<file path="config.mk">
export PLATFORM = sky130hd
export DESIGN_NAME = byte_signature_protocol_classifier
export DESIGN_NICKNAME = d
export VERILOG_FILES = /design/src/hw/rtl/bspc_pkg.sv /design/src/hw/rtl/bspc_matcher.sv /design/src/hw/rtl/byte_signature_protocol_classifier.sv
export SDC_FILE = /design/constraint.sdc
export NUM_CORES = 1
export LEC_CHECK = 0
export BUFFER_PORTS_ARGS = -buffer_cell sky130_fd_sc_hd__buf_4
export CAP_MARGIN = 20
export CORE_ASPECT_RATIO = 0.6
export CORE_MARGIN = 2
export CORE_UTILIZATION = 40
export DETAILED_ROUTE_END_ITERATION = 7
export REMOVE_ABC_BUFFERS = 1
export SLEW_MARGIN = 20
export SYNTH_ARGS = -nofsm -noshare
export SYNTH_HDL_FRONTEND = slang
export SYNTH_SLANG_ARGS = --single-unit
</file>
<file path="constraint.sdc">
create_clock -name clk -period 11.4 [get_ports clk]
set_clock_uncertainty 0.2 [all_clocks]
set_input_delay 0 -clock clk [delete_from_list [all_inputs] [get_ports clk]]
set_output_delay 0 -clock clk [all_outputs]
set_load 0.005 [all_outputs]
</file>
<file path="src/hw/rtl/bspc_pkg.sv">
// Shared types and constants for the byte signature protocol classifier.
// Holds the signature table, signature lengths and protocol codes.
// No dependencies.
`timescale 1ns / 1ps

package bspc_pkg;

  // Signature table geometry.
  localparam int TABLE_SIZE    = 11;
  localparam int MAX_SIG_BYTES = 23;
  localparam int SIG_LEN_W     = $clog2(MAX_SIG_BYTES + 1);

  typedef logic [1:0]                   proto_t;
  typedef logic [SIG_LEN_W-1:0]         sig_len_t;
  typedef logic [MAX_SIG_BYTES*8-1:0]   sig_bytes_t;

  // Protocol codes.
  localparam proto_t PROTO_HTTP = 2'd0;
  localparam proto_t PROTO_SSH  = 2'd1;
  localparam proto_t PROTO_FTP  = 2'd2;
  localparam proto_t PROTO_TCP  = 2'd3;

  // Signature text, first character in the most significant byte, so byte k
  // of an entry is the character that sits k positions behind the newest one.
  localparam sig_bytes_t SIG_BYTES [TABLE_SIZE] = '{
    184'h485454502F,
    184'h504F5354202F7375626D69742D666F726D20485454502F,
    184'h2D4F70656E535348,
    184'h55534552,
    184'h4C495354,
    184'h504F5254,
    184'h52455452,
    184'h53544F52,
    184'h435744,
    184'h7373682d7573657261757468,
    184'h7373682D636F6E6E656374696F6E
  };

  localparam sig_len_t SIG_LEN [TABLE_SIZE] = '{
    5'd5, 5'd23, 5'd8, 5'd4, 5'd4, 5'd4, 5'd4, 5'd4, 5'd3, 5'd12, 5'd14
  };

  localparam proto_t SIG_PROTO [TABLE_SIZE] = '{
    PROTO_HTTP, PROTO_HTTP, PROTO_SSH, PROTO_FTP, PROTO_FTP, PROTO_FTP,
    PROTO_FTP, PROTO_FTP, PROTO_FTP, PROTO_SSH, PROTO_SSH
  };

endpackage

</file>
<file path="src/hw/rtl/bspc_matcher.sv">
// Parallel signature compare against the byte window ending at the newest byte.
// Uses the signature table from bspc_pkg.
`timescale 1ns / 1ps

module bspc_matcher #(
  parameter int WINDOW_BYTES = 23,
  parameter int SIG_COUNT    = 11,
  parameter int FILL_W       = 5
) (
  input  logic [WINDOW_BYTES-1:0][7:0] window,
  input  logic [FILL_W-1:0]            fill,
  output logic [SIG_COUNT-1:0]         hit
);

  // Per-byte compare results; positions beyond a signature's length always pass.
  logic [bspc_pkg::MAX_SIG_BYTES-1:0] cmp [SIG_COUNT];

  for (genvar s = 0; s < SIG_COUNT; s++) begin : g_sig
    for (genvar k = 0; k < bspc_pkg::MAX_SIG_BYTES; k++) begin : g_byte
      if (k < WINDOW_BYTES) begin : g_in
        assign cmp[s][k] = (k >= int'(bspc_pkg::SIG_LEN[s])) ||
                           (window[k] == bspc_pkg::SIG_BYTES[s][k*8 +: 8]);
      end else begin : g_out
        assign cmp[s][k] = (k >= int'(bspc_pkg::SIG_LEN[s]));
      end
    end

    // A hit needs the whole signature inside valid window bytes.
    assign hit[s] = (&cmp[s]) &&
                    (int'(bspc_pkg::SIG_LEN[s]) <= WINDOW_BYTES) &&
                    (32'(fill) >= 32'(bspc_pkg::SIG_LEN[s]));
  end

endmodule

</file>
<file path="src/hw/rtl/byte_signature_protocol_classifier.sv">
// The final byte passes the input register stage, then its result beat is registered in the output register.
// Throughput: one byte per cycle; non-final bytes keep flowing while a result
// waits on the output register, a final byte waits only for that register.
// Reset (synchronous, active high) empties both stages and clears window fill,
// found flags and the end-of-string flag. Depends on bspc_pkg, bspc_matcher.
`timescale 1ns / 1ps

module byte_signature_protocol_classifier #(
  parameter int SIGNATURE_COUNT = 11,
  parameter int WINDOW_BYTES    = 23
) (
  input  logic       clk,
  input  logic       rst,
  input  logic       in_valid,
  output logic       in_ready,
  input  logic [7:0] data_byte,
  input  logic       last_byte,
  output logic       out_valid,
  input  logic       out_ready,
  output logic [1:0] protocol_code,
  output logic [3:0] matched_signature
);

  localparam int ACTIVE = (SIGNATURE_COUNT < bspc_pkg::TABLE_SIZE) ?
                          SIGNATURE_COUNT : bspc_pkg::TABLE_SIZE;
  localparam int FILL_W = $clog2(WINDOW_BYTES + 1);

  // Input register stage.
  logic       a_valid;
  logic [7:0] a_byte;
  logic       a_last;
  logic       a_fire;

  // Message state.
  logic [WINDOW_BYTES-1:0][7:0] window;
  logic [WINDOW_BYTES-1:0][7:0] window_shifted;
  logic [FILL_W-1:0]            fill;
  logic [FILL_W-1:0]            fill_inc;
  logic [ACTIVE-1:0]            found;
  logic [ACTIVE-1:0]            found_next;
  logic [ACTIVE-1:0]            hit;
  logic                         string_ended;
  logic                         take_byte;

  // Result selection.
  bspc_pkg::proto_t proto_sel;
  logic [3:0]       idx_sel;

  // The stage advances unless a final byte finds the output register full.
  assign a_fire   = a_valid && (!a_last || !out_valid || out_ready);
  assign in_ready = !a_valid || a_fire;

  always_ff @(posedge clk) begin
    if (rst) begin
      a_valid <= 1'b0;
    end else if (in_ready) begin
      a_valid <= in_valid;
    end
    if (in_ready && in_valid) begin
      a_byte <= data_byte;
      a_last <= last_byte;
    end
  end

  // Window as it stands after the staged byte is shifted in.
  assign window_shifted = {window[WINDOW_BYTES-2:0], a_byte};
  assign fill_inc = (fill == FILL_W'(WINDOW_BYTES)) ? fill : fill + 1'b1;
  assign take_byte = a_fire && !string_ended && (a_byte != 8'd0);

  bspc_matcher #(
    .WINDOW_BYTES (WINDOW_BYTES),
    .SIG_COUNT    (ACTIVE),
    .FILL_W       (FILL_W)
  ) u_matcher (
    .window (window_shifted),
    .fill   (fill_inc),
    .hit    (hit)
  );

  assign found_next = take_byte ? (found | hit) : found;

  // Lowest-index found signature wins.
  always_comb begin
    proto_sel = bspc_pkg::PROTO_TCP;
    idx_sel   = 4'(ACTIVE);
    for (int s = ACTIVE - 1; s >= 0; s--) begin
      if (found_next[s]) begin
        proto_sel = bspc_pkg::SIG_PROTO[s];
        idx_sel   = 4'(s);
      end
    end
  end

  // Window payload needs no reset: the fill count masks stale bytes.
  always_ff @(posedge clk) begin
    if (take_byte) begin
      window <= window_shifted;
    end
  end

  // Message state update; a final byte clears it for the next message.
  always_ff @(posedge clk) begin
    if (rst) begin
      fill         <= '0;
      found        <= '0;
      string_ended <= 1'b0;
    end else if (a_fire) begin
      if (a_last) begin
        fill         <= '0;
        found        <= '0;
        string_ended <= 1'b0;
      end else begin
        found <= found_next;
        if (take_byte) begin
          fill <= fill_inc;
        end
        if (!string_ended && (a_byte == 8'd0)) begin
          string_ended <= 1'b1;
        end
      end
    end
  end

  // Output register.
  always_ff @(posedge clk) begin
    if (rst) begin
      out_valid <= 1'b0;
    end else if (a_fire && a_last) begin
      out_valid <= 1'b1;
    end else if (out_ready) begin
      out_valid <= 1'b0;
    end
    if (a_fire && a_last) begin
      protocol_code     <= proto_sel;
      matched_signature <= idx_sel;
    end
  end

  // The fill count never passes the window depth.
  a_fill_bound: assert property (@(posedge clk) disable iff (rst)
    32'(fill) <= WINDOW_BYTES)
    else $error("window fill exceeds window depth");

  // No-match index and the TCP code always travel together.
  a_tcp_pair: assert property (@(posedge clk) disable iff (rst)
    out_valid |-> ((matched_signature == 4'(ACTIVE)) ==
                   (protocol_code == bspc_pkg::PROTO_TCP)))
    else $error("no-match index and protocol code disagree");

  // A final beat leaves the message state clear.
  a_clear_after_last: assert property (@(posedge clk) disable iff (rst)
    (a_fire && a_last) |=> (fill == '0) && (found == '0) && !string_ended)
    else $error("state not cleared after final byte");

  // Found flags only accumulate within a message.
  a_flags_grow: assert property (@(posedge clk) disable iff (rst)
    !(a_fire && a_last) |=> (($past(found) & ~found) == '0))
    else $error("found flag dropped within a message");

  // After the string ends, nothing more enters the window or the flags.
  a_ended_frozen: assert property (@(posedge clk) disable iff (rst)
    (string_ended && !(a_fire && a_last)) |=> $stable(fill) && $stable(found))
    else $error("state changed after end of string");

endmodule

</file>
# --- After elaboration in Yosys (flattened, before gate mapping) ---
# Index checks and enable logic that the tools add are counted.
totals:
  ff_bits: 210
  input_bits: 13
  output_inout_bits: 8
  wordCells: 190
classes:
  addsub: 1
  magnitude_cmp: 7
  eq_ne: 72
  muxes: 28
  bitwise: 1
  reduce_logical: 46
ops:
  columns: ["op", "count"]
  rows:
  - ["== test 8 x 7 -> 1 bit, second input constant", 64]
  - ["== test 8 x 6 -> 1 bit, second input constant", 7]
  - ["AND reduction 23 bit", 1]
  - ["2-to-1 mux 11 bit", 2]
  - ["2-to-1 mux 2 bit", 10]
  - ["AND reduction 4 bit", 5]
  - ["logical AND 1 bit", 17]
  - ["greater-or-equal comparator 5 x 4 -> 1 bit, second input constant", 3]
  - ["2-to-1 mux 5 bit", 3]
  - ["AND reduction 14 bit", 1]
  - ["2-to-1 mux 3 bit", 4]
  - ["AND reduction 12 bit", 1]
  - ["bitwise OR 11 bit", 1]
  - ["greater-or-equal comparator 5 x 3 -> 1 bit, second input constant", 2]
  - ["zero test 8 bit", 1]
  - ["2-to-1 mux 4 bit", 2]
  - ["AND reduction 8 bit", 1]
  - ["nonzero test 8 bit", 1]
  - ["OR reduction 8 bit", 1]
  - ["2-to-1 mux 1 bit", 7]
  - ["nonzero test 2 bit", 3]
  - ["adder 5 x 1 -> 5 bit, second input constant", 1]
  - ["== test 5 bit, second input constant", 1]
  - ["greater-or-equal comparator 5 x 2 -> 1 bit, second input constant", 1]
  - ["9 further kinds", 15]

# --- Longest topological paths before layout ---
logic_depth:
  ltp_word: 17
  depth_mapped: 10
  depth_no_buf: 9

# --- Hierarchy ---
# A second synthesis with hierarchy kept.
hier_totals:
  cells_unflattened: 465
  area_unflattened_um2: 7923.8
by_module_without_submodules:
  columns: ["mod", "n_inst", "cells_each", "area_per_inst_um2", "seq_area_each_um2"]
  rows:
  - ["byte_signature_protocol_classifier", 1, 314, 6781.5, 6115.9]
  - ["bspc_matcher", 1, 151, 1142.3, 0.0]

# --- Worst setup path after synthesis ---
# OpenSTA, ideal clock, no wires.
synth_timing:
  path_type: "reg-to-reg"
  start: "register a_byte[4]"
  end: "register fill[2]"
  setup_ns: 0.128
  arrival_ns: 5.109
  required_time_ns: 11.072
  setup_slack_ns: 5.964
  stages_incl_launch_ff: 8
  n_path_buf: 0
  period_less_slack_ns: 5.436
  cell_sequence: "edfxtp_1 > or4_1 > nor2_1 > or3_4 > inv_1 > nor2_1 > a22oi_1 > nor2_1"
synth_between:
  elab_chain_len: 4
synth_lines:
  columns: ["item", "line", "rtl"]
  rows:
  - ["start: declaration", "byte_signature_protocol_classifier.sv:30", "logic [7:0] a_byte;"]
  - ["start signal: assignment", "byte_signature_protocol_classifier.sv:60", "a_byte <= data_byte;"]
  - ["nonzero test 8 bit", "byte_signature_protocol_classifier.sv:68", "assign take_byte = a_fire && !string_ended && (a_byte != 8'd0);"]
  - ["logical AND 1 bit", "byte_signature_protocol_classifier.sv:68", null]
  - ["named net take_byte", "byte_signature_protocol_classifier.sv:43", "logic take_byte;"]
  - ["nonzero test 2 bit (no source line)", null, null]
  - ["AND reduction 2 bit (no source line)", null, null]
  - ["end signal: assignment", "byte_signature_protocol_classifier.sv:115", "fill <= fill_inc;"]
  - ["end: declaration", "byte_signature_protocol_classifier.sv:37", "logic [FILL_W-1:0] fill;"]
# The timed path passes the listed nets, and every way through them passes these cells.
# A chain may end at the register's enable or synchronous reset.

# --- Worst setup path in the final report ---
layout_timing:
  start: "register a_byte[4]"
  end: "register window[121] (netlist name), enable pin"
layout_between:
  elab_chain_len: 2
layout_lines:
  columns: ["item", "line", "rtl"]
  rows:
  - ["nonzero test 8 bit", "byte_signature_protocol_classifier.sv:68", null]
  - ["logical AND 1 bit", "byte_signature_protocol_classifier.sv:68", null]
  - ["named net take_byte", "byte_signature_protocol_classifier.sv:43", null]
  - ["end signal: assignment", "byte_signature_protocol_classifier.sv:97", "window <= window_shifted;"]
  - ["end: declaration", "byte_signature_protocol_classifier.sv:35", "logic [WINDOW_BYTES-1:0][7:0] window;"]
# The timed path passes the listed nets, and every way through them passes these cells.

==> results.py <==
metrics = {
    "worst_setup_path": {
        "path_buf_inv": 2,
        "critical_path.cell_chain": "or4_1, nor2_1, or3_4, inv_6, buf_4",
        "cpMaxStageDelayCell": "buf_4",
        "cp.arrival_ns": 3.28,
        "cp-end-kind": "register",
        "required_ns": 11.30,
        "crit_fanout": 90,
        "crit_type": "reg -> reg",
        "critical_path.top_delay_family": "buffers and inverters",
        "max_stage_delay_ns": 0.94,
        "startpoint_type": "register",
    },
    "synthesis": {
        "synth_top_area_frac": 0.709,
        "synth_area_leaders": "edfxtp_1 71%, dfxtp_1 4.7%, nor4bb_1 2.0%",
        "yosys_most_used_dff": "edfxtp_1",
        "synth_seq_cells": 210,
        "ys_types": 69,
        "synth_edf_count": 191,
        "ys_seq_area_frac": 0.755,
        "avgSynthCellArea_um2": 16.7,
        "syn-cell-area_mm2": 0.00810,
        "synth_cells": 486,
        "yosysWarnings": 0,
        "yosys.area.top_type": "edfxtp_1",
        "async_reset_ff_frac": 0,
    },
    "pwr": {
        "switchingPower_mw": 0.336,
        "power.density_mw_per_mm2": 174,
        "leakagePower_nw": 3.06,
        "power_mw": 1.63,
        "internal_power_mw": 1.30,
        "switching_share": 0.206,
        "pwr-share-seq": 0.550,
        "p_clk_frac": 0.424,
        "pwr-share-comb": 0.025,
        "peakVddDrop_uv": 141,
    },
    "floorplanning": {
        "fp.dieW_um": 188,
        "start_util": 0.406,
        "num_rows": 40,
        "io_pins": 21,
        "dieArea_mm2": 0.0214,
        "core_mm2": 0.0199,
        "die_h_um": 114,
    },
    "timing": {
        "post-route-min-period_ns": 3.38,
        "hold_violations": 0,
        "clock.fmax_mhz": 296,
        "final.setup.tns_ns": 0,
        "slew-limit-headroom": 0.287,
        "holdWs_ns": 0.0155,
        "fin_crit_sh": 0.296,
        "rsz0062_at_grt": "no",
        "worst_slack_ns": 8.02,
        "setup_viol": 0,
        "maxSlewViolCount": 0,
        "worstMarginPinSlew_ns": 1.07,
    },
    "clocking": {
        "cts_buffer_depth": 3,
        "cts-buffers-inserted": 20,
        "cts.sink_count": 210,
        "cts_setup_buffers": 0,
        "clock_latency_ns": 0.50,
        "ctsRootBufferMaster": "clkbuf_16",
        "htreeDepth": 1,
        "cts_tree": "built",
        "clk_pin_slew_ns": 0.06,
    },
    "hold_path": {
        "hold_class": "in -> reg",
    },
    "routing": {
        "final_antenna_net_count": 0,
        "route.detailed.drc": 0,
        "drtIter0Drc": 615,
        "dr.pass1.iters": 5,
        "vias_per_cell": 5.74,
        "post_drt_wl_per_cell_um": 21.8,
        "wl_um": 18000,
        "via_count": 4720,
    },
    "grt": {
        "grt.overflow.total": 0,
        "grt_use_total": 0.168,
        "grt_pass1_vias": 4528,
        "grt_first_pass_wirelength_um": 27100,
        "grt_start_max_net_pins": 91,
        "antenna_found_initial": 0,
    },
    "status": {
        "outcome": "completed",
    },
    "placed_design": {
        "hpwl_um": 12300,
        "finalWeightedCongestion": 0.901,
        "port_buffers": 20,
        "dp_slack_ns": 8.03,
        "place_inst": 773,
    },
    "layout": {
        "layout_commonest_cell": "edfxtp_1",
        "area_growth_pct": 16.0,
        "drive_gt1_frac": 0.155,
        "fin_cells": 822,
        "nets": 551,
        "final_cell_mix": "191 x edfxtp_1, 23 x nor2_1, 21 x nand4_1, 21 x clkbuf_16, 21 x buf_4",
        "diodes": 0,
    },
    "run": {
        "drv_cap": 0,
    },
}
-- routing by layer --
layer  share of wire  track usage
met5               0            0
met4           0.015       0.0362
met3           0.096       0.0377
met2            0.40        0.225
met1            0.49        0.273
-- power groups by stage --
stage | logic, mW | registers (mW) | clock network, mW
after global placement | 0.0369 | 0.913 | 0
after global routing | 0.0449 | 0.901 | 0.732
after floorplan | 0.0248 | 0.906 | 0
final | 0.0411 | 0.898 | 0.693
after detailed placement | 0.0377 | 0.914 | 0
after CTS | 0.0411 | 0.897 | 0.702
-- through the flow --
step	util	cell area, um^2
CTS	0.471	9390
global placement	0.430	8570
finish	0.471	9390
global route	0.471	9390
detailed placement	0.430	8570
floorplan	-	8070
-- state kept, by name, indices dropped and copies added, names as in the netlist --
name and flops:
matched_signature 4, found 11, fill 5, string_ended 1, a_byte 8, a_last 1, out_valid 1, a_valid 1
window 176, protocol_code 2
-- cells by family after synthesis --
family          after synthesis  synth area share
compound gates               53            0.0495
mux                           2           0.00263
buf+inv                      15           0.00696
flops                       210             0.755
simple gates                201             0.179
xor+xnor                      2           0.00216
fa+ha+maj                     3           0.00464
-- synthesized netlist by cell type, drive strengths merged, types with 3 or more instances --
master / count
nand3b: 6
nor4b: 16
or4b: 4
inv: 8
o211a: 5
and3: 3
nor4: 17
nand2b: 4
nand4bb: 3
ha: 3
a31oi: 7
and2: 4
and4bb: 3
nand2: 17
o21ai: 8
a22oi: 3
nor2b: 5
a21oi: 11
nor3b: 5
dfxtp: 19
or4: 5
and4b: 5
nand4: 21
nand4b: 11
clkbuf: 7
nor4bb: 16
nor3: 12
edfxtp: 191
nor2: 23
nand3: 11
-- layout make-up --
class / instances / area (um^2)
inverters: 8 / 35.0
clock buffers: 24 / 537
repair buffers: 34 / 288
multi-input cells: 261 / 1920
clock inverters: 12 / 148
well taps: 273 / 342
flip-flops and latches: 210 / 6120
fillers: 1749 / 10500
-- worst paths after layout --
path	cells after the start	startpoint	slack, ns	endpoint
max	5	a_byte[4]	8.02	window[121]
max reg2reg	5	a_byte[4]	8.02	window[121]
min reg2reg	0	window[130]	0.24	window[138]
min	2	last_byte	0.02	a_last
-- repair_timing --
item                                   in CTS  in global routing
hold buffers                               13                  0
endpoints found under the hold margin      37                  0
resized for setup                           0                  0
No activity file was read; power rests on OpenSTA's default activity.
